`src/design/itm_pkg.sv`:
```
// Shared types and constants for the interval timer with RTC ticks.
// Holds the item, result and register-write structs used by the top level and the timer core.
// No dependencies.
package itm_pkg;

	localparam int DATA_W     = 32;
	localparam int APB_ADDR_W = 3;
	localparam int CODE_W     = 7;
	localparam int KIND_W     = 2;

	// Item kinds.
	localparam logic [KIND_W-1:0] KIND_CMD   = 2'd0;
	localparam logic [KIND_W-1:0] KIND_ITICK = 2'd1;
	localparam logic [KIND_W-1:0] KIND_RTC   = 2'd2;

	// Bit positions inside a timer command code.
	localparam int CODE_SRC_BIT   = 1;
	localparam int CODE_REL_BIT   = 2;
	localparam int CODE_START_BIT = 4;

	// Register indexes (word address bit paddr[2]).
	localparam logic REG_ITM_EN = 1'b0;
	localparam logic REG_RTC_EN = 1'b1;

	typedef struct packed {
		logic [KIND_W-1:0]        cmd;
		logic [CODE_W-1:0]        code;
		logic signed [DATA_W-1:0] count;
		logic                     int_enab;
		logic                     spad_enab;
		logic                     int_act;
		logic                     spad_act;
	} item_t;

	typedef struct packed {
		logic signed [DATA_W-1:0] read_value;
		logic                     itm_irq;
		logic                     rtc_irq;
	} result_t;

	typedef struct packed {
		logic we_itm;
		logic we_rtc;
		logic data;
	} cfg_wr_t;

endpackage

```
`src/design/itm_timer.sv`:
```
// Timer core: command decode, tick handling, interrupt gating and the timer state.
// Also holds the two enable registers, since a write of the timer enable clears the timer.
// Depends on itm_pkg.
module itm_timer import itm_pkg::*; (
	input  logic    clk,
	input  logic    arst_n,
	input  logic    fire,
	input  item_t   item,
	input  cfg_wr_t cfg,
	output result_t res,
	output logic    itm_en,
	output logic    rtc_en
);

	typedef enum logic [3:0] {
		OP_NONE,
		OP_STOP,
		OP_LOAD,
		OP_RESTART,
		OP_LOADSTART,
		OP_READ,
		OP_READSTOP,
		OP_READLOAD,
		OP_READLOADSTART
	} op_t;

	logic signed [DATA_W-1:0] counter_q, counter_d;
	logic signed [DATA_W-1:0] reload_q, reload_d;
	logic running_q, running_d;
	logic armed_q, armed_d;
	logic source_q, source_d;
	logic relmode_q, relmode_d;
	logic itm_en_q, rtc_en_q;

	op_t  op;
	logic src, rel, gate, tick_sel, expire;

	always_comb begin
		unique case (item.code) inside
			7'h20:                                 op = OP_STOP;
			[7'h28:7'h2b], [7'h38:7'h3b]:          op = OP_LOAD;
			[7'h30:7'h32], [7'h34:7'h37],
			[7'h70:7'h72], [7'h74:7'h76]:          op = OP_RESTART;
			[7'h3c:7'h3e]:                         op = OP_LOADSTART;
			7'h40:                                 op = OP_READ;
			7'h60:                                 op = OP_READSTOP;
			[7'h68:7'h6a]:                         op = OP_READLOAD;
			[7'h78:7'h7f]:                         op = OP_READLOADSTART;
			default:                               op = OP_NONE;
		endcase
	end

	assign src  = item.code[CODE_SRC_BIT];
	assign rel  = item.code[CODE_REL_BIT];
	assign gate = (item.int_enab | item.spad_enab) & (~item.int_act | ~item.spad_act);
	assign tick_sel = ((item.cmd == KIND_ITICK) & ~source_q) |
		((item.cmd == KIND_RTC) & source_q);
	// The count runs out when it is at one or below before the tick.
	assign expire = armed_q & (counter_q <= $signed(DATA_W'(1)));

	always_comb begin
		counter_d = counter_q;
		reload_d  = reload_q;
		running_d = running_q;
		armed_d   = armed_q;
		source_d  = source_q;
		relmode_d = relmode_q;
		res       = '0;
		case (item.cmd)
			KIND_CMD: begin
				unique case (op)
					OP_STOP: begin
						running_d = 1'b0;
						armed_d   = 1'b0;
						reload_d  = '0;
					end
					OP_LOAD: begin
						counter_d = item.count;
						running_d = item.code[CODE_START_BIT];
						armed_d   = item.code[CODE_START_BIT];
						if (item.code[CODE_START_BIT]) begin
							source_d = src;
						end
						reload_d = '0;
					end
					OP_RESTART: begin
						res.read_value = counter_q;
						running_d = 1'b1;
						armed_d   = 1'b1;
						source_d  = src;
						reload_d  = rel ? counter_q : '0;
					end
					OP_LOADSTART: begin
						counter_d = item.count;
						running_d = 1'b1;
						armed_d   = 1'b1;
						source_d  = src;
						if (rel) begin
							reload_d = item.count;
						end
					end
					OP_READ: begin
						res.read_value = counter_q;
					end
					OP_READSTOP: begin
						res.read_value = counter_q;
						running_d = 1'b0;
						armed_d   = 1'b0;
						reload_d  = '0;
					end
					OP_READLOAD: begin
						res.read_value = counter_q;
						counter_d = item.count;
						source_d  = src;
						running_d = 1'b0;
						armed_d   = 1'b0;
						reload_d  = '0;
					end
					OP_READLOADSTART: begin
						res.read_value = counter_q;
						counter_d = item.count;
						running_d = 1'b1;
						armed_d   = 1'b1;
						source_d  = src;
						reload_d  = rel ? item.count : '0;
					end
					default: begin
					end
				endcase
				if (op != OP_NONE) begin
					relmode_d = rel;
				end
			end
			KIND_ITICK, KIND_RTC: begin
				if (item.cmd == KIND_RTC) begin
					res.rtc_irq = rtc_en_q & gate;
				end
				if (running_q && tick_sel) begin
					counter_d = counter_q - $signed(DATA_W'(1));
					if (expire) begin
						armed_d = 1'b0;
						if (itm_en_q) begin
							res.itm_irq = gate;
							// Reload keeps the timer armed for the next period.
							if (item.int_enab && relmode_q && reload_q != '0) begin
								counter_d = reload_q;
								armed_d   = 1'b1;
							end
						end
					end
				end
			end
			default: begin
			end
		endcase
	end

	always_ff @(posedge clk or negedge arst_n) begin
		if (!arst_n) begin
			counter_q <= '0;
			reload_q  <= '0;
			running_q <= 1'b0;
			armed_q   <= 1'b0;
			source_q  <= 1'b0;
			relmode_q <= 1'b0;
			itm_en_q  <= 1'b0;
			rtc_en_q  <= 1'b0;
		end else begin
			if (cfg.we_rtc) begin
				rtc_en_q <= cfg.data;
			end
			if (cfg.we_itm) begin
				itm_en_q  <= cfg.data;
				counter_q <= '0;
				reload_q  <= '0;
				running_q <= 1'b0;
				armed_q   <= 1'b0;
				source_q  <= 1'b0;
			end else if (fire) begin
				counter_q <= counter_d;
				reload_q  <= reload_d;
				running_q <= running_d;
				armed_q   <= armed_d;
				source_q  <= source_d;
				relmode_q <= relmode_d;
			end
		end
	end

	assign itm_en = itm_en_q;
	assign rtc_en = rtc_en_q;

	a_rtc_irq_src: assert property (@(posedge clk) disable iff (!arst_n)
		res.rtc_irq |-> (item.cmd == KIND_RTC) && rtc_en_q)
		else $error("clock interrupt without an enabled RTC tick");

	a_itm_irq_src: assert property (@(posedge clk) disable iff (!arst_n)
		res.itm_irq |-> itm_en_q && running_q && armed_q && tick_sel)
		else $error("timer interrupt without an armed, running timer");

	a_stop_holds: assert property (@(posedge clk) disable iff (!arst_n)
		fire && !cfg.we_itm && (item.cmd == KIND_CMD) && (op == OP_STOP)
		|=> !running_q && !armed_q && (reload_q == '0))
		else $error("stop request left the timer running");

	a_armed_running: assert property (@(posedge clk) disable iff (!arst_n)
		armed_q |-> running_q)
		else $error("timer armed while stopped");

endmodule

```
`src/design/interval_timer_with_rtc_ticks.sv`:
```
// Interval timer with real-time-clock ticks. Each request is a timer command, an interval
// clock tick or an RTC tick and produces exactly one result; the request is held in the input
// register, then its result in the result register at the outputs. The timer update
// is a single 32-bit decrement or load, so one request is taken every clock cycle; the input
// stalls only while the result register is full and stalled. Configuration: register 0 (byte
// address 0) is the interval timer interrupt enable, and any write to it also stops and clears
// the timer; register 1 (byte address 4) is the RTC interrupt enable. Write configuration only
// while idle.
// Depends on itm_pkg and itm_timer.
module interval_timer_with_rtc_ticks import itm_pkg::*; (
	input  logic                     clk,
	input  logic                     arst_n,
	input  logic                     psel,
	input  logic                     penable,
	input  logic                     pwrite,
	input  logic [APB_ADDR_W-1:0]    paddr,
	input  logic [DATA_W-1:0]        pwdata,
	output logic [DATA_W-1:0]        prdata,
	output logic                     pready,
	input  logic                     in_valid,
	output logic                     in_stall,
	input  logic [KIND_W-1:0]        cmd,
	input  logic [CODE_W-1:0]        code,
	input  logic signed [DATA_W-1:0] count,
	input  logic                     int_enab,
	input  logic                     spad_enab,
	input  logic                     int_act,
	input  logic                     spad_act,
	output logic                     out_valid,
	input  logic                     out_stall,
	output logic signed [DATA_W-1:0] read_value,
	output logic                     itm_irq,
	output logic                     rtc_irq
);

	item_t   item_s1;
	logic    valid_s1;
	result_t res_q, res_d;
	logic    out_valid_q;
	logic    accept, advance, wr;
	cfg_wr_t cfg;
	logic    itm_en, rtc_en;

	assign pready = 1'b1;
	assign wr     = psel & penable & pwrite;
	assign cfg.we_itm = wr & (paddr[2] == REG_ITM_EN);
	assign cfg.we_rtc = wr & (paddr[2] == REG_RTC_EN);
	assign cfg.data   = pwdata[0];
	assign prdata = {{(DATA_W-1){1'b0}}, (paddr[2] == REG_RTC_EN) ? rtc_en : itm_en};

	assign advance  = valid_s1 & (~out_valid_q | ~out_stall);
	assign in_stall = valid_s1 & ~advance;
	assign accept   = in_valid & ~in_stall;

	always_ff @(posedge clk or negedge arst_n) begin
		if (!arst_n) begin
			valid_s1    <= 1'b0;
			out_valid_q <= 1'b0;
		end else begin
			valid_s1    <= accept | (valid_s1 & ~advance);
			out_valid_q <= advance | (out_valid_q & out_stall);
		end
	end

	always_ff @(posedge clk) begin
		if (accept) begin
			item_s1.cmd       <= cmd;
			item_s1.code      <= code;
			item_s1.count     <= count;
			item_s1.int_enab  <= int_enab;
			item_s1.spad_enab <= spad_enab;
			item_s1.int_act   <= int_act;
			item_s1.spad_act  <= spad_act;
		end
		if (advance) begin
			res_q <= res_d;
		end
	end

	itm_timer u_timer (
		.clk    (clk),
		.arst_n (arst_n),
		.fire   (advance),
		.item   (item_s1),
		.cfg    (cfg),
		.res    (res_d),
		.itm_en (itm_en),
		.rtc_en (rtc_en)
	);

	assign out_valid  = out_valid_q;
	assign read_value = res_q.read_value;
	assign itm_irq    = res_q.itm_irq;
	assign rtc_irq    = res_q.rtc_irq;

	a_adv_fills_out: assert property (@(posedge clk) disable iff (!arst_n)
		advance |=> out_valid_q)
		else $error("request advanced but no result was produced");

	a_no_drop: assert property (@(posedge clk) disable iff (!arst_n)
		valid_s1 && !advance |=> valid_s1 && $stable(item_s1))
		else $error("held request was lost or changed");

	a_stall_reason: assert property (@(posedge clk) disable iff (!arst_n)
		in_stall |-> valid_s1 && out_valid_q && out_stall)
		else $error("input stalled without a full, stalled result register");

endmodule
```
`config.mk`:
```
export PLATFORM = sky130hd
export DESIGN_NAME = interval_timer_with_rtc_ticks
export DESIGN_NICKNAME = d
export VERILOG_FILES = /design/src/design/itm_pkg.sv /design/src/design/itm_timer.sv /design/src/design/interval_timer_with_rtc_ticks.sv
export SDC_FILE = /design/constraint.sdc
export NUM_CORES = 1
export LEC_CHECK = 0
export CORE_UTILIZATION = 52
export DETAILED_ROUTE_END_ITERATION = 10
export DONT_BUFFER_PORTS = 1
export PLACE_DENSITY_LB_ADDON = 0.1
export SYNTH_ARGS = -nofsm -noshare
export SYNTH_HDL_FRONTEND = slang
export SYNTH_SLANG_ARGS = --single-unit
export TNS_END_PERCENT = 5
```
`constraint.sdc`:
```
create_clock -name clk -period 3.5 [get_ports clk]
set_clock_uncertainty 0.2 [all_clocks]
set_input_delay 0.525 -clock clk [delete_from_list [all_inputs] [get_ports clk]]
set_output_delay 0.525 -clock clk [all_outputs]
set_load 0.02 [all_outputs]
```
==> results.md, run 1 <==
Setup path:
- In this run the register-to-register setup slack is 350 ps.
- For the worst flop-to-flop path, the logic depth is 6.
- STA classifies the critical path endpoint as a flop.
- For the worst setup path, the data arrival time is 3240 ps.
- For the worst setup path, the data required time is 3590 ps.
- Of all nets on the critical path, the largest fanout is 26.
- In this run the worst setup path terminates at u_timer.counter_q[16].
- The capturing point of the worst reg2reg path is u_timer.counter_q[16].
- The critical path in this run is classified as reg2reg.
- The critical path startpoint category is a flop.
- The most critical setup path has its startpoint at u_timer.counter_q[28].
- The origin of the critical flop-to-flop path is u_timer.counter_q[28].

Clock tree:
- Buffers inserted during clock tree synthesis total 17.
- The post-CTS repair timing setup buffer count is 0.
- Clock tree synthesis selected as its root buffer the cell sky130_fd_sc_hd__clkbuf_16.
- Gates resized during post-CTS repair numbered 0.
- The clock edge transition at the registers on the reported setup and hold paths is 60 ps.
- At the later pin of the worst-skew pair, clock insertion delay measures 440 ps.
- TritonCTS built the clock tree.
- The number of sinks handled by clock tree synthesis is 151.
- The H-tree was split into 4 levels.
- The maximum buffer depth of the clock tree is 2.

Power:
- The total leakage power is 3.852 nW.
- Dividing total power by cell area gives a power density of 675.0 mW/mm^2.
- The maximum vdd ir drop is 0.4855 mV.

Global routing:
- The via count of the first global-routing pass is 6,027.
- Entering global routing, the biggest net connects 73 pins.
- For this run, the total global-route usage over all layers was measured as 26.01%.
- The number of antenna violations at the first check in global routing came to 0.
- The first global-routing pass estimated 31.08 mm of wire.
- The total congestion overflow is 0.

Die:
- The effective utilization at floorplan is 54.04%.
- The placeable core region is 0.01470 mm^2.
- The height of the die is 125.6 um.
- Pin placement for this block handled 156 I/O pins.
- The initialized floorplan defines 44 standard-cell rows.
- The area of the die is 0.01578 mm^2.
- The horizontal die dimension is 125.6 um.

Run:
- Across the run, the number of max-cap violations was 0.

Place:
- The HPWL after detailed placement is 11.93 mm.
- The congestion estimate from routability-driven global placement came to 0.8458.
- Buffers placed on the I/O ports in this run total 0.

Detailed routing:
- The pre-antenna-repair detailed-routing pass consisted of 8 iterations.
- The routed wire length on met3 is 1.243 mm.
- In the routed layout, each cell is associated on average with a via count of 5.968.
- Wire segments on met2 add up to 9.733 mm in the final route.
- Summed over all layers, the routed wires come to 19.61 mm.
- In this run the top signal layer used is met4.
- After detailed routing, the wire length on met1 is 8.305 mm.
- For this block, the initial DRC count from the detailed router was 427.
- The count of nets left with antenna violations once routing finished came out at 0.
- The total number of vias is 5,932.
- Dividing the detail-routed wire length by the instance count gives 19.73 um.
- The DRC violations left is 8.

Status:
- The run finished, with violations left.
- The checks that failed: DRC.

Synth:
- For this run, the number of Yosys warnings is 0.
- The average size of a mapped cell is 10.48 um^2.
- Sorting the synthesized cells by area gives the leading types as sky130_fd_sc_hd__edfxtp_1, sky130_fd_sc_hd__dfrtp_1, sky130_fd_sc_hd__mux2_2, sky130_fd_sc_hd__nand2_1, sky130_fd_sc_hd__a21oi_1.
- The largest total area in the synthesized netlist belongs to sky130_fd_sc_hd__edfxtp_1.
- The area of the mapped netlist is 0.007944 mm^2.
- The top cell type's share of synthesized area is 29.86%.
- After synthesis, flip-flops and latches occupy 52.54% of the total area.
- The dominant synthesized flop cell is sky130_fd_sc_hd__edfxtp_1.
- In this run, synthesis inferred 79 flip-flops with an integrated enable.
- The number of instances in the synthesized netlist is 758.
- In this run, synthesis produced a sequential element count of 151.
- Of all flip-flops after synthesis, the portion carrying an async set or reset was 47.68%.
- The count of different cell masters after synthesis is 62.

STA:
- Setup repair after global routing left no endpoint under its margin.
- The worst hold-check slack is 39.76 ps.
- After layout, the worst path uses 89.92% of the clock period.
- The max-slew violation count is 0.
- The number of failing setup endpoints in the final timing report is 0.
- The highest clock rate is 0.3177 GHz.
- The number of hold violations in the final report is 0.
- After routing, the total negative slack on setup checks comes to 0 ps.
- The relative slew slack is 48.48%.
- The minimum clock period is 3147 ps.
- The actual transition at the worst max-transition pin is 772.8 ps.

Layout:
- The area growth from synthesis to layout is 15.28%.
- The layout cell share with drive strength beyond 1 is 14.07%.
- The layout has 1,207 filler cells.
- The layout net count is 890.
- The repair_antennas step left the layout with diodes totalling 0.

Worst hold path:
- The min-delay analysis places its worst path in the category in2reg.
[state kept, by name, indices dropped and copies added (netlist names), 32 cells and up]
signal	count
item_s1	45
u_timer.reload_q	32
read_value	32
u_timer.counter_q	32
[layout by cell type (no fill, tap or decap), drive strengths merged, types with 5 or more instances in the layout]
master,netlist,layout
buf,37,20
o21ai,32,32
and3,10,10
mux2,37,37
or2,5,5
inv,11,14
or3,9,9
dlygate4sd3,0,48
nor3,15,15
nor4,21,21
clkinv,0,5
a21o,19,19
dfrtp,72,72
and2,34,34
nor2,30,30
a21oi,63,63
xor2,17,17
clkbuf,41,17
conb,2,32
ha,6,6
nand3,24,24
nand2,107,107
edfxtp,79,79
xnor2,7,7
mux2i,19,19
[worst min path at each step]
stage / start / endpoint / slack, ps / cells past startpoint
2_1_floorplan: arst_n / out_valid / 30 / 0
3_3_place_gp: arst_n / u_timer.reload_q[22] / 30 / 0
3_5_place_dp: arst_n / u_timer.reload_q[22] / 30 / 0
4_1_cts: out_stall / out_valid / 30 / 2
5_1_grt: pwdata[0] / u_timer.rtc_en / 40 / 1
6_report: out_stall / out_valid / 40 / 2
[synthesized netlist by cell type (all sizes together) (5+ instances only)]
library cell / instances
mux2: 37
o21ai: 32
ha: 6
nand3: 24
edfxtp: 79
and2: 34
mux2i: 19
inv: 11
dfrtp: 72
clkbuf: 41
nor4: 21
buf: 37
a21o: 19
a21oi: 63
xor2: 17
nand2: 107
nor2: 30
xnor2: 7
nor3: 15
or3: 9
or2: 5
and3: 10
[stage by stage]
step	worst slack (ps)	instance area, um^2	utilization [%]	cells	power, W
final	352.8	9158	62.30	994	0.006181
after global routing	252.5	9158	62.30	994	0.006484
after CTS	376.6	9158	62.30	994	0.006184
after detailed placement	404.5	8024	54.59	913	0.004167
after global placement	453.2	8024	54.59	913	0.004114
after floorplan	538.5	8056	-	788	0.003718
[power breakdown]
part           internal (W)  switching (W)
combinational      0.000727       0.000899
clock               0.00119       0.000753
sequential          0.00219       0.000419
total               0.00411        0.00207
[routing by layer]
| metal | track usage, % | up-vias |
|---|---|---|
| li1 | - | 2748 |
| met1 | 31.95 | 2915 |
| met2 | 43.92 | 245 |
| met3 | 6.205 | 24 |
| met4 | 10.90 | 0 |
| met5 | 0 | - |
[critical path: stages, from the launching register on]
cell and delay (ps):
sky130_fd_sc_hd__dfrtp_1 460, sky130_fd_sc_hd__or4_4 560, sky130_fd_sc_hd__or4_4 550, sky130_fd_sc_hd__o31ai_4 360, sky130_fd_sc_hd__nand2_4 370, sky130_fd_sc_hd__a311oi_1 380
sky130_fd_sc_hd__a21oi_1 110
[kinds of logic (layout without fill, tap and decap cells)]
group | count (synthesis) | in the layout | share of synthesized area [%]
AOI/OAI and AO/OA | 155 | 155 | 12.33
other | 2 | 32 | 0.09454
and+or+nand+nor | 275 | 275 | 17.70
muxes | 56 | 56 | 7.639
xor gates and xnor gates | 24 | 24 | 2.646
buffers and inverters | 89 | 111 | 6.095
DFF | 151 | 151 | 52.54
adders and majority gates | 6 | 6 | 0.9450
[timing repair]
item,in CTS,in global routing
hold buffers,49,0
endpoints found under the setup margin,0,0
endpoints found under the hold margin,119,0
[layout make-up]
| class | count | area, um^2 | area share, % |
|---|---|---|---|
| sequential | 151 | 4174 | 45.58 |
| multi-input combinational | 548 | 3423 | 37.38 |
| timing repair buffer | 68 | 663.1 | 7.241 |
| clock buffer | 17 | 425.4 | 4.645 |
| tap | 184 | 230.2 | 2.514 |
| clock inverter | 15 | 200.2 | 2.186 |
| inverter | 11 | 41.29 | 0.4509 |
No activity file was read; power rests on OpenSTA's default activity.
==> run 2: changes to the inputs <==
--- a/config.mk
+++ b/config.mk
@@ -6,6 +6,7 @@
 export NUM_CORES = 1
 export LEC_CHECK = 0
 export CORE_UTILIZATION = 52
+export CTS_CLUSTER_DIAMETER = 80
 export DETAILED_ROUTE_END_ITERATION = 10
 export DONT_BUFFER_PORTS = 1
 export PLACE_DENSITY_LB_ADDON = 0.1
==> constraint.sdc (replaced) <==
create_clock -name clk -period 3.8 [get_ports clk]
set_clock_uncertainty 0.2 [all_clocks]
set_input_delay 0.57 -clock clk [delete_from_list [all_inputs] [get_ports clk]]
set_output_delay 0.57 -clock clk [all_outputs]
set_load 0.02 [all_outputs]
==> run 2 against run 1 <==
  * Critical path depth up 1
  * Clock power down 16%
  * Global-route usage down 0.63 points
  * Via count down 3.8%
  * Sequential power down 8.0%
  * Critical path type unchanged
  * Cell count down 5.1%
  * The run still ends with DRC left
==> results.md, run 2 (synthesis results as in run 1) <==
Setup path:
- The maximum fanout along the worst path is 16.
- The maximum cell stage delay along the critical path is 750 ps.
- The critical path startpoint category is a flop.
- The slowest library cell on the worst path is sky130_fd_sc_hd__a221oi_4.
- The data arrival at the endpoint of the critical path is 3440 ps.
- The slack of the worst reg-to-reg path is 490 ps.
- By startpoint and endpoint, the worst setup path is classified as reg2reg.
- STA classifies the critical path endpoint as a flop.
- The worst-case reg-to-reg path depth is 7.
- The critical path required time is 3930 ps.
- Traced cell by cell, the critical path runs through inv_1 > ha_1 > nand3_1 > a221oi_4 > nand2_1 > buf_4 > o21ai_0.

Layout:
- The layout filler cell count is 1,209.
- In the final layout, the multi-input gates occupy 0.003423 mm^2.
- Compared with the post-synthesis result, the final layout area differs by 8.174%.
- The count of cells in the finished layout, fillers not included, comes to 943.
- The post-route netlist has 14.23% of its cells at a drive strength greater than 1.
- The total inserted antenna cells is 0.
- The area taken by flip-flops and latches is 0.004174 mm^2.
- The register with the most flip-flops in the layout has 45 of them.
- The register with the most flip-flops in the final layout is item_s1.
- The most common library cell in the layout ignoring fill and taps is sky130_fd_sc_hd__nand2_1.
- In the layout the commonest cells are sky130_fd_sc_hd__nand2_1, sky130_fd_sc_hd__edfxtp_1, sky130_fd_sc_hd__dfrtp_1, sky130_fd_sc_hd__a21oi_1, sky130_fd_sc_hd__mux2_2.
- The layout net count is 839.

Die:
- The effective utilization at floorplan is 54.04%.
- The total area inside the core boundary comes to 0.01470 mm^2.
- The horizontal die dimension is 125.6 um.
- The I/O pin total is 156.
- The height of the die is 125.6 um.
- The row count is 44.
- The area of the die is 0.01578 mm^2.

STA:
- Setup repair after global routing left no endpoint under its margin.
- The number of failing setup endpoints in the final timing report is 0.
- The worst pin sits at a relative slew slack of 26.49%.
- The worst hold-check slack is 40.19 ps.
- Dividing the final minimum period by the clock period gives 87.10%.
- For the pin with the worst max-slew slack, the measured transition is 1103 ps.
- The max-slew violation count is 0.
- Derived from the worst setup path, the maximum achievable clock frequency is 0.3021 GHz.
- In the final timing run, aggregate negative setup slack is 0 ps.
- The number of hold violations in the final report is 0.
- Subtracting the final worst setup slack from the clock period gives 3310 ps.

Detailed routing:
- After detailed routing, the average wire length per cell comes to 20.01 um.
- The ratio of routed vias to standard cells is 6.052.
- The first detailed-routing pass took 11 iterations.
- The final layout contains routed wiring with a total length of 18.87 mm.
- The total number of vias is 5,707.
- Once detail routing completed, the nets flagged for antenna violations numbered 0.
- The DRC violations left is 7.
- After the first detailed-routing iteration, the DRC count stood at 468.

Clock tree:
- The number of gates resized after CTS was 0.
- Clock tree synthesis inserted a total of 17 buffers.
- The maximum buffer depth of the clock tree is 2.
- The later pin in the worst-skew pair is clocked with a latency of 420 ps.
- TritonCTS built the clock tree.
- The tree is rooted in a sky130_fd_sc_hd__clkbuf_16.
- For this design, the sink count on the clock tree is 151.
- CTS built an H-tree with a depth of 4.
- The clock edge transition at the registers on the reported setup and hold paths is 60 ps.

Global routing:
- Global routing used 25.38% of the available tracks across all layers.
- The number of antenna violations at the first check in global routing is 0.
- The total congestion overflow is 0.
- The global-route wire length before repair is 30.41 mm.
- Entering global routing, the biggest net connects 73 pins.
- The via count of the first global-routing pass is 5,573.

Place:
- At the end of routability-driven placement, the weighted congestion stood at 0.8397.
- The post-detailed-placement half-perimeter wirelength is 11.83 mm.
- The number of buffers inserted by port buffering is 0.
- In this run, placement finished with an instance count of 909.

Worst hold path:
- The cell depth of the worst hold path is 0.
- The path type of the worst min-delay path is in2reg.

Power:
- The maximum vdd ir drop is 0.3902 mV.
- Dividing total power by cell area gives a power density of 634.7 mW/mm^2.
- The total leakage power is 3.610 nW.

Status:
- The run finished, with violations left.
- The final reports fail on DRC.

Run:
- The count of maximum capacitance violations is 0.
-- run 2: report_power, final --
| group | switching, W | internal [W] | leakage (nW) |
|---|---|---|---|
| logic | 0.000817 | 0.000602 | 1.62 |
| registers | 0.000388 | 0.00202 | 1.71 |
| clock network | 0.000650 | 0.000981 | 0.274 |
-- run 2: path summary, 6_finish.rpt --
kind | startpoint | endpoint
max | item_s1[44] | u_timer.counter_q[7]
min | count[20] | item_s1[24]
max reg2reg | item_s1[44] | u_timer.counter_q[7]
min reg2reg | valid_s1 | out_valid
max in group asynchronous | arst_n | u_timer.counter_q[18]
min in group asynchronous | arst_n | u_timer.counter_q[22]
-- run 2: critical path, delay by kind of cell (launching register included) --
kind,cells,cell delay [ps]
flops,1,370
simple gates,2,680
compound gates,2,930
fa+ha+maj,1,650
buf+inv,2,380
-- run 2: repair_timing --
item / 4_1_cts / 5_1_grt
setup buffers: 0 / 0
hold buffers: 2 / 0
endpoints found under the hold margin: 72 / 0
-- run 2: layout make-up --
cell class	count	area share, %
well taps	184	2.679
repair buffers	17	1.747
flip-flops and latches	151	48.57
inverters	11	0.4805
clock buffers	20	5.198
multi-input cells	548	39.84
clock inverters	12	1.485
-- run 2: metal layers --
metal	global-route usage, %	share of wire [%]
met3	5.777	7.0
met1	34.14	44
met4	8.178	1.6
met2	40.75	48
met5	0	0
-- run 2: stage by stage --
| stage | setup WS (ps) | instance area (um^2) | utilization, % | total power [W] |
|---|---|---|---|---|
| floorplan | 793.5 | 8056 | - | 0.003425 |
| finish | 490.2 | 8593 | 58.46 | 0.005455 |
| global placement | 696.1 | 7981 | 54.30 | 0.003752 |
| CTS | 547.3 | 8593 | 58.46 | 0.005470 |
| global route | 339.8 | 8593 | 58.46 | 0.005762 |
| detailed placement | 577.6 | 7981 | 54.30 | 0.003804 |
==> run 3: changes to the inputs <==
--- a/config.mk
+++ b/config.mk
@@ -5,10 +5,10 @@
 export SDC_FILE = /design/constraint.sdc
 export NUM_CORES = 1
 export LEC_CHECK = 0
+export BUFFER_PORTS_ARGS = -buffer_cell sky130_fd_sc_hd__buf_2
 export CORE_UTILIZATION = 52
 export CTS_CLUSTER_DIAMETER = 80
 export DETAILED_ROUTE_END_ITERATION = 10
-export DONT_BUFFER_PORTS = 1
 export PLACE_DENSITY_LB_ADDON = 0.1
 export SYNTH_ARGS = -nofsm -noshare
 export SYNTH_HDL_FRONTEND = slang
==> run 3 against run 2 <==
  * The flow still finishes with violations (DRC)
  * Cell count rose by 9.4%
  * Cell area grew 5.0%
  * First-iteration DRC count is 27% higher
  * Via count grew 6.7%
  * Die area did not move
==> results.md, run 3 (synthesis results as in run 1) <==
Clock tree:
- The clock edge transition at the registers on the reported setup and hold paths is 70 ps.
- Clock tree synthesis selected as its root buffer the cell sky130_fd_sc_hd__clkbuf_16.
- The count of hold-fix buffers inserted at cts is 0.
- Post-CTS repair changed the size of 0 cells.
- The post-CTS repair timing setup buffer count is 0.
- The longest clock path from root to sink contains 2 buffers.
- The CTS tree is yes.
- The insertion delay of the later-clocked pin in the worst-skew pair is 440 ps.
- The number of sinks handled by clock tree synthesis is 151.
- The maximum level of the CTS H-tree is 4.
- The clock buffer count from CTS is 17.

Detailed routing:
- The aggregate routed wire length is 19.36 mm.
- The total number of vias is 6,088.
- The DRC violations left is 8.
- The first detailed-routing pass took 8 iterations.
- Dividing the detail-routed wire length by the instance count gives 18.76 um.
- The number of design-rule violations left by the first detailed-router iteration is 593.
- After detailed routing, the number of vias per cell comes to 5.899.
- In this run the remaining antenna-violating nets after routing total 0.

Layout:
- The top cell types in the final layout, fill and taps aside, are sky130_fd_sc_hd__nand2_1, sky130_fd_sc_hd__buf_2, sky130_fd_sc_hd__edfxtp_1, sky130_fd_sc_hd__dfrtp_1, sky130_fd_sc_hd__a21oi_1.
- Once layout is complete, the utilization of the core stands at 61.38%.
- The area growth from synthesis to layout is 13.58%.
- The number of antenna diodes in the final layout is 0.
- The layout net count is 928.
- The library cell used most frequently in the layout, excluding fill and tap cells, is sky130_fd_sc_hd__nand2_1.
- The register with the most flip-flops in the layout has 45 of them.
- The largest register by flop count is item_s1.
- The layout cell share with drive strength beyond 1 is 23.58%.
- The final design area excluding fillers is 0.009022 mm^2.
- The layout has 1,208 filler cells.

Die:
- The initial utilization of the core area, before any placement, comes to 54.04%.
- In this run the standard cell core region covers 0.01470 mm^2.
- The row count is 44.
- The horizontal die dimension is 125.6 um.
- The height of the die is 125.6 um.
- The die covers 0.01578 mm^2.
- 156 I/O pins were placed.

Power:
- The switching share of power is 35.13%.
- The relative contribution of combinational cells to total power is 27.6%.
- The total leakage power is 3.961 nW.
- The clock share of power is 29.6%.
- The analysis attributes to net switching a power of 0.001940 W.
- The power per cell area is 612.0 mW/mm^2.
- Internal power comes to 0.003581 W.
- VDD sags by at most 0.3740 mV.
- The sequential share of power is 42.8%.

Global routing:
- For this run the aggregate overflow at the end of global routing stands at 0.
- The global-route wire length before repair is 30.78 mm.
- The overall fraction of global-route tracks in use is 25.50%.
- The number of antenna violations at the first check in global routing is 0.
- The via count of the first global-routing pass is 6,012.
- Entering global routing, the biggest net connects 73 pins.

Place:
- The number of buffers inserted by port buffering is 90.
- The post-detailed-placement half-perimeter wirelength is 11.90 mm.
- OpenSTA, run right after detailed placement, puts the worst setup slack at 729.2 ps.
- Summing all placed instances gives a cell area of 0.008452 mm^2.
- The routability congestion estimate from global placement is 0.8566.

STA:
- Setup violations remaining at the end of the flow were counted as 0.
- Setup repair after global routing left no endpoint under its margin.
- The worst pin sits at a relative slew slack of 27.17%.
- The actual transition at the worst max-transition pin is 1092 ps.
- The share of the clock period used by the worst path is 82.47%.
- Setup total negative slack on the finished layout was measured at 0 ps.
- The max-slew violation count is 0.
- The worst hold-check slack is 103.5 ps.
- The worst path in the final design needs a cycle of 3134 ps, including I/O delays and setup.
- For this run, the top clock speed supported by timing is 0.3191 GHz.
- The number of hold violations in the final report is 0.
- The worst setup slack after layout is 666.1 ps.

Setup path:
- Along the worst path, the maximum fanout reaches 26.
- The worst register-to-register path begins at u_timer.counter_q[28].
- The data arrival at the endpoint of the critical path is 3240 ps.
- The worst-case reg-to-reg path depth is 6.
- Data on the critical path is required at its endpoint by 3910 ps.
- The worst setup path is captured at a flop.
- The worst setup path is of the reg2reg kind.
- The worst register-to-register path ends at u_timer.counter_q[16].
- The slack of the worst reg-to-reg path is 670 ps.
- The worst setup path is launched from a flop.

Worst hold path:
- The cell depth of the worst hold path is 1.
- The path with the worst hold slack has its endpoint at item_s1[43].
- The path type of the worst min-delay path is in2reg.
- The worst hold path begins at cmd[0].

Status:
- The checks that failed: DRC.
- The flow ran to the end, but the final reports show violations.

Run:
- The count of maximum capacitance violations is 0.
[run 3: layout make-up]
| class | instances | area (um^2) | area share (%) |
|---|---|---|---|
| clock buffers | 18 | 429.2 | 4.757 |
| well taps | 184 | 230.2 | 2.552 |
| repair buffers | 106 | 583.1 | 6.462 |
| flip-flops and latches | 151 | 4174 | 46.26 |
| inverters | 11 | 41.29 | 0.4576 |
| multi-input cells | 548 | 3423 | 37.94 |
| clock inverters | 14 | 141.4 | 1.567 |
[run 3: worst max-delay path, cell delays in order (launching register included)]
cell	delay [ps]
sky130_fd_sc_hd__dfrtp_1	460
sky130_fd_sc_hd__or4_4	560
sky130_fd_sc_hd__or4_4	550
sky130_fd_sc_hd__o31ai_4	360
sky130_fd_sc_hd__nand2_4	380
sky130_fd_sc_hd__a311oi_1	390
sky130_fd_sc_hd__a21oi_1	100
[run 3: routing by layer]
layer | vias to the layer above | global-route usage (%) | routed length (um)
met5 | - | 0 | 0
met4 | 0 | 9.039 | 357
met3 | 34 | 6.376 | 1262
met2 | 264 | 42.78 | 9450
met1 | 2975 | 32.05 | 8288
li1 | 2815 | - | -
[run 3: power groups by stage]
| stage | logic, W | clock network (W) | registers [W] |
|---|---|---|---|
| 2_1_floorplan | 0.00115 | 0 | 0.00228 |
| 3_3_place_gp | 0.00146 | 0 | 0.00237 |
| 3_5_place_dp | 0.00149 | 0 | 0.00238 |
| 4_1_cts | 0.00151 | 0.00165 | 0.00235 |
| 5_1_grt | 0.00168 | 0.00172 | 0.00240 |
| 6_report | 0.00152 | 0.00163 | 0.00236 |
[run 3: through the flow]
stage | total power (W) | std cells
after floorplan | 0.003425 | 788
after global placement | 0.003821 | 1000
after detailed placement | 0.003875 | 1000
after CTS | 0.005509 | 1032
after global routing | 0.005800 | 1032
final | 0.005521 | 1032
[run 3: how the worst max path moves through the flow]
stage	end	slack (ps)	from
2_1_floorplan	u_timer.reload_q[10]	790	out_stall
3_3_place_gp	u_timer.counter_q[13]	780	u_timer.counter_q[28]
3_5_place_dp	u_timer.counter_q[16]	730	u_timer.counter_q[28]
4_1_cts	u_timer.counter_q[16]	720	u_timer.counter_q[28]
5_1_grt	u_timer.counter_q[13]	520	u_timer.counter_q[28]
6_report	u_timer.counter_q[16]	670	u_timer.counter_q[28]
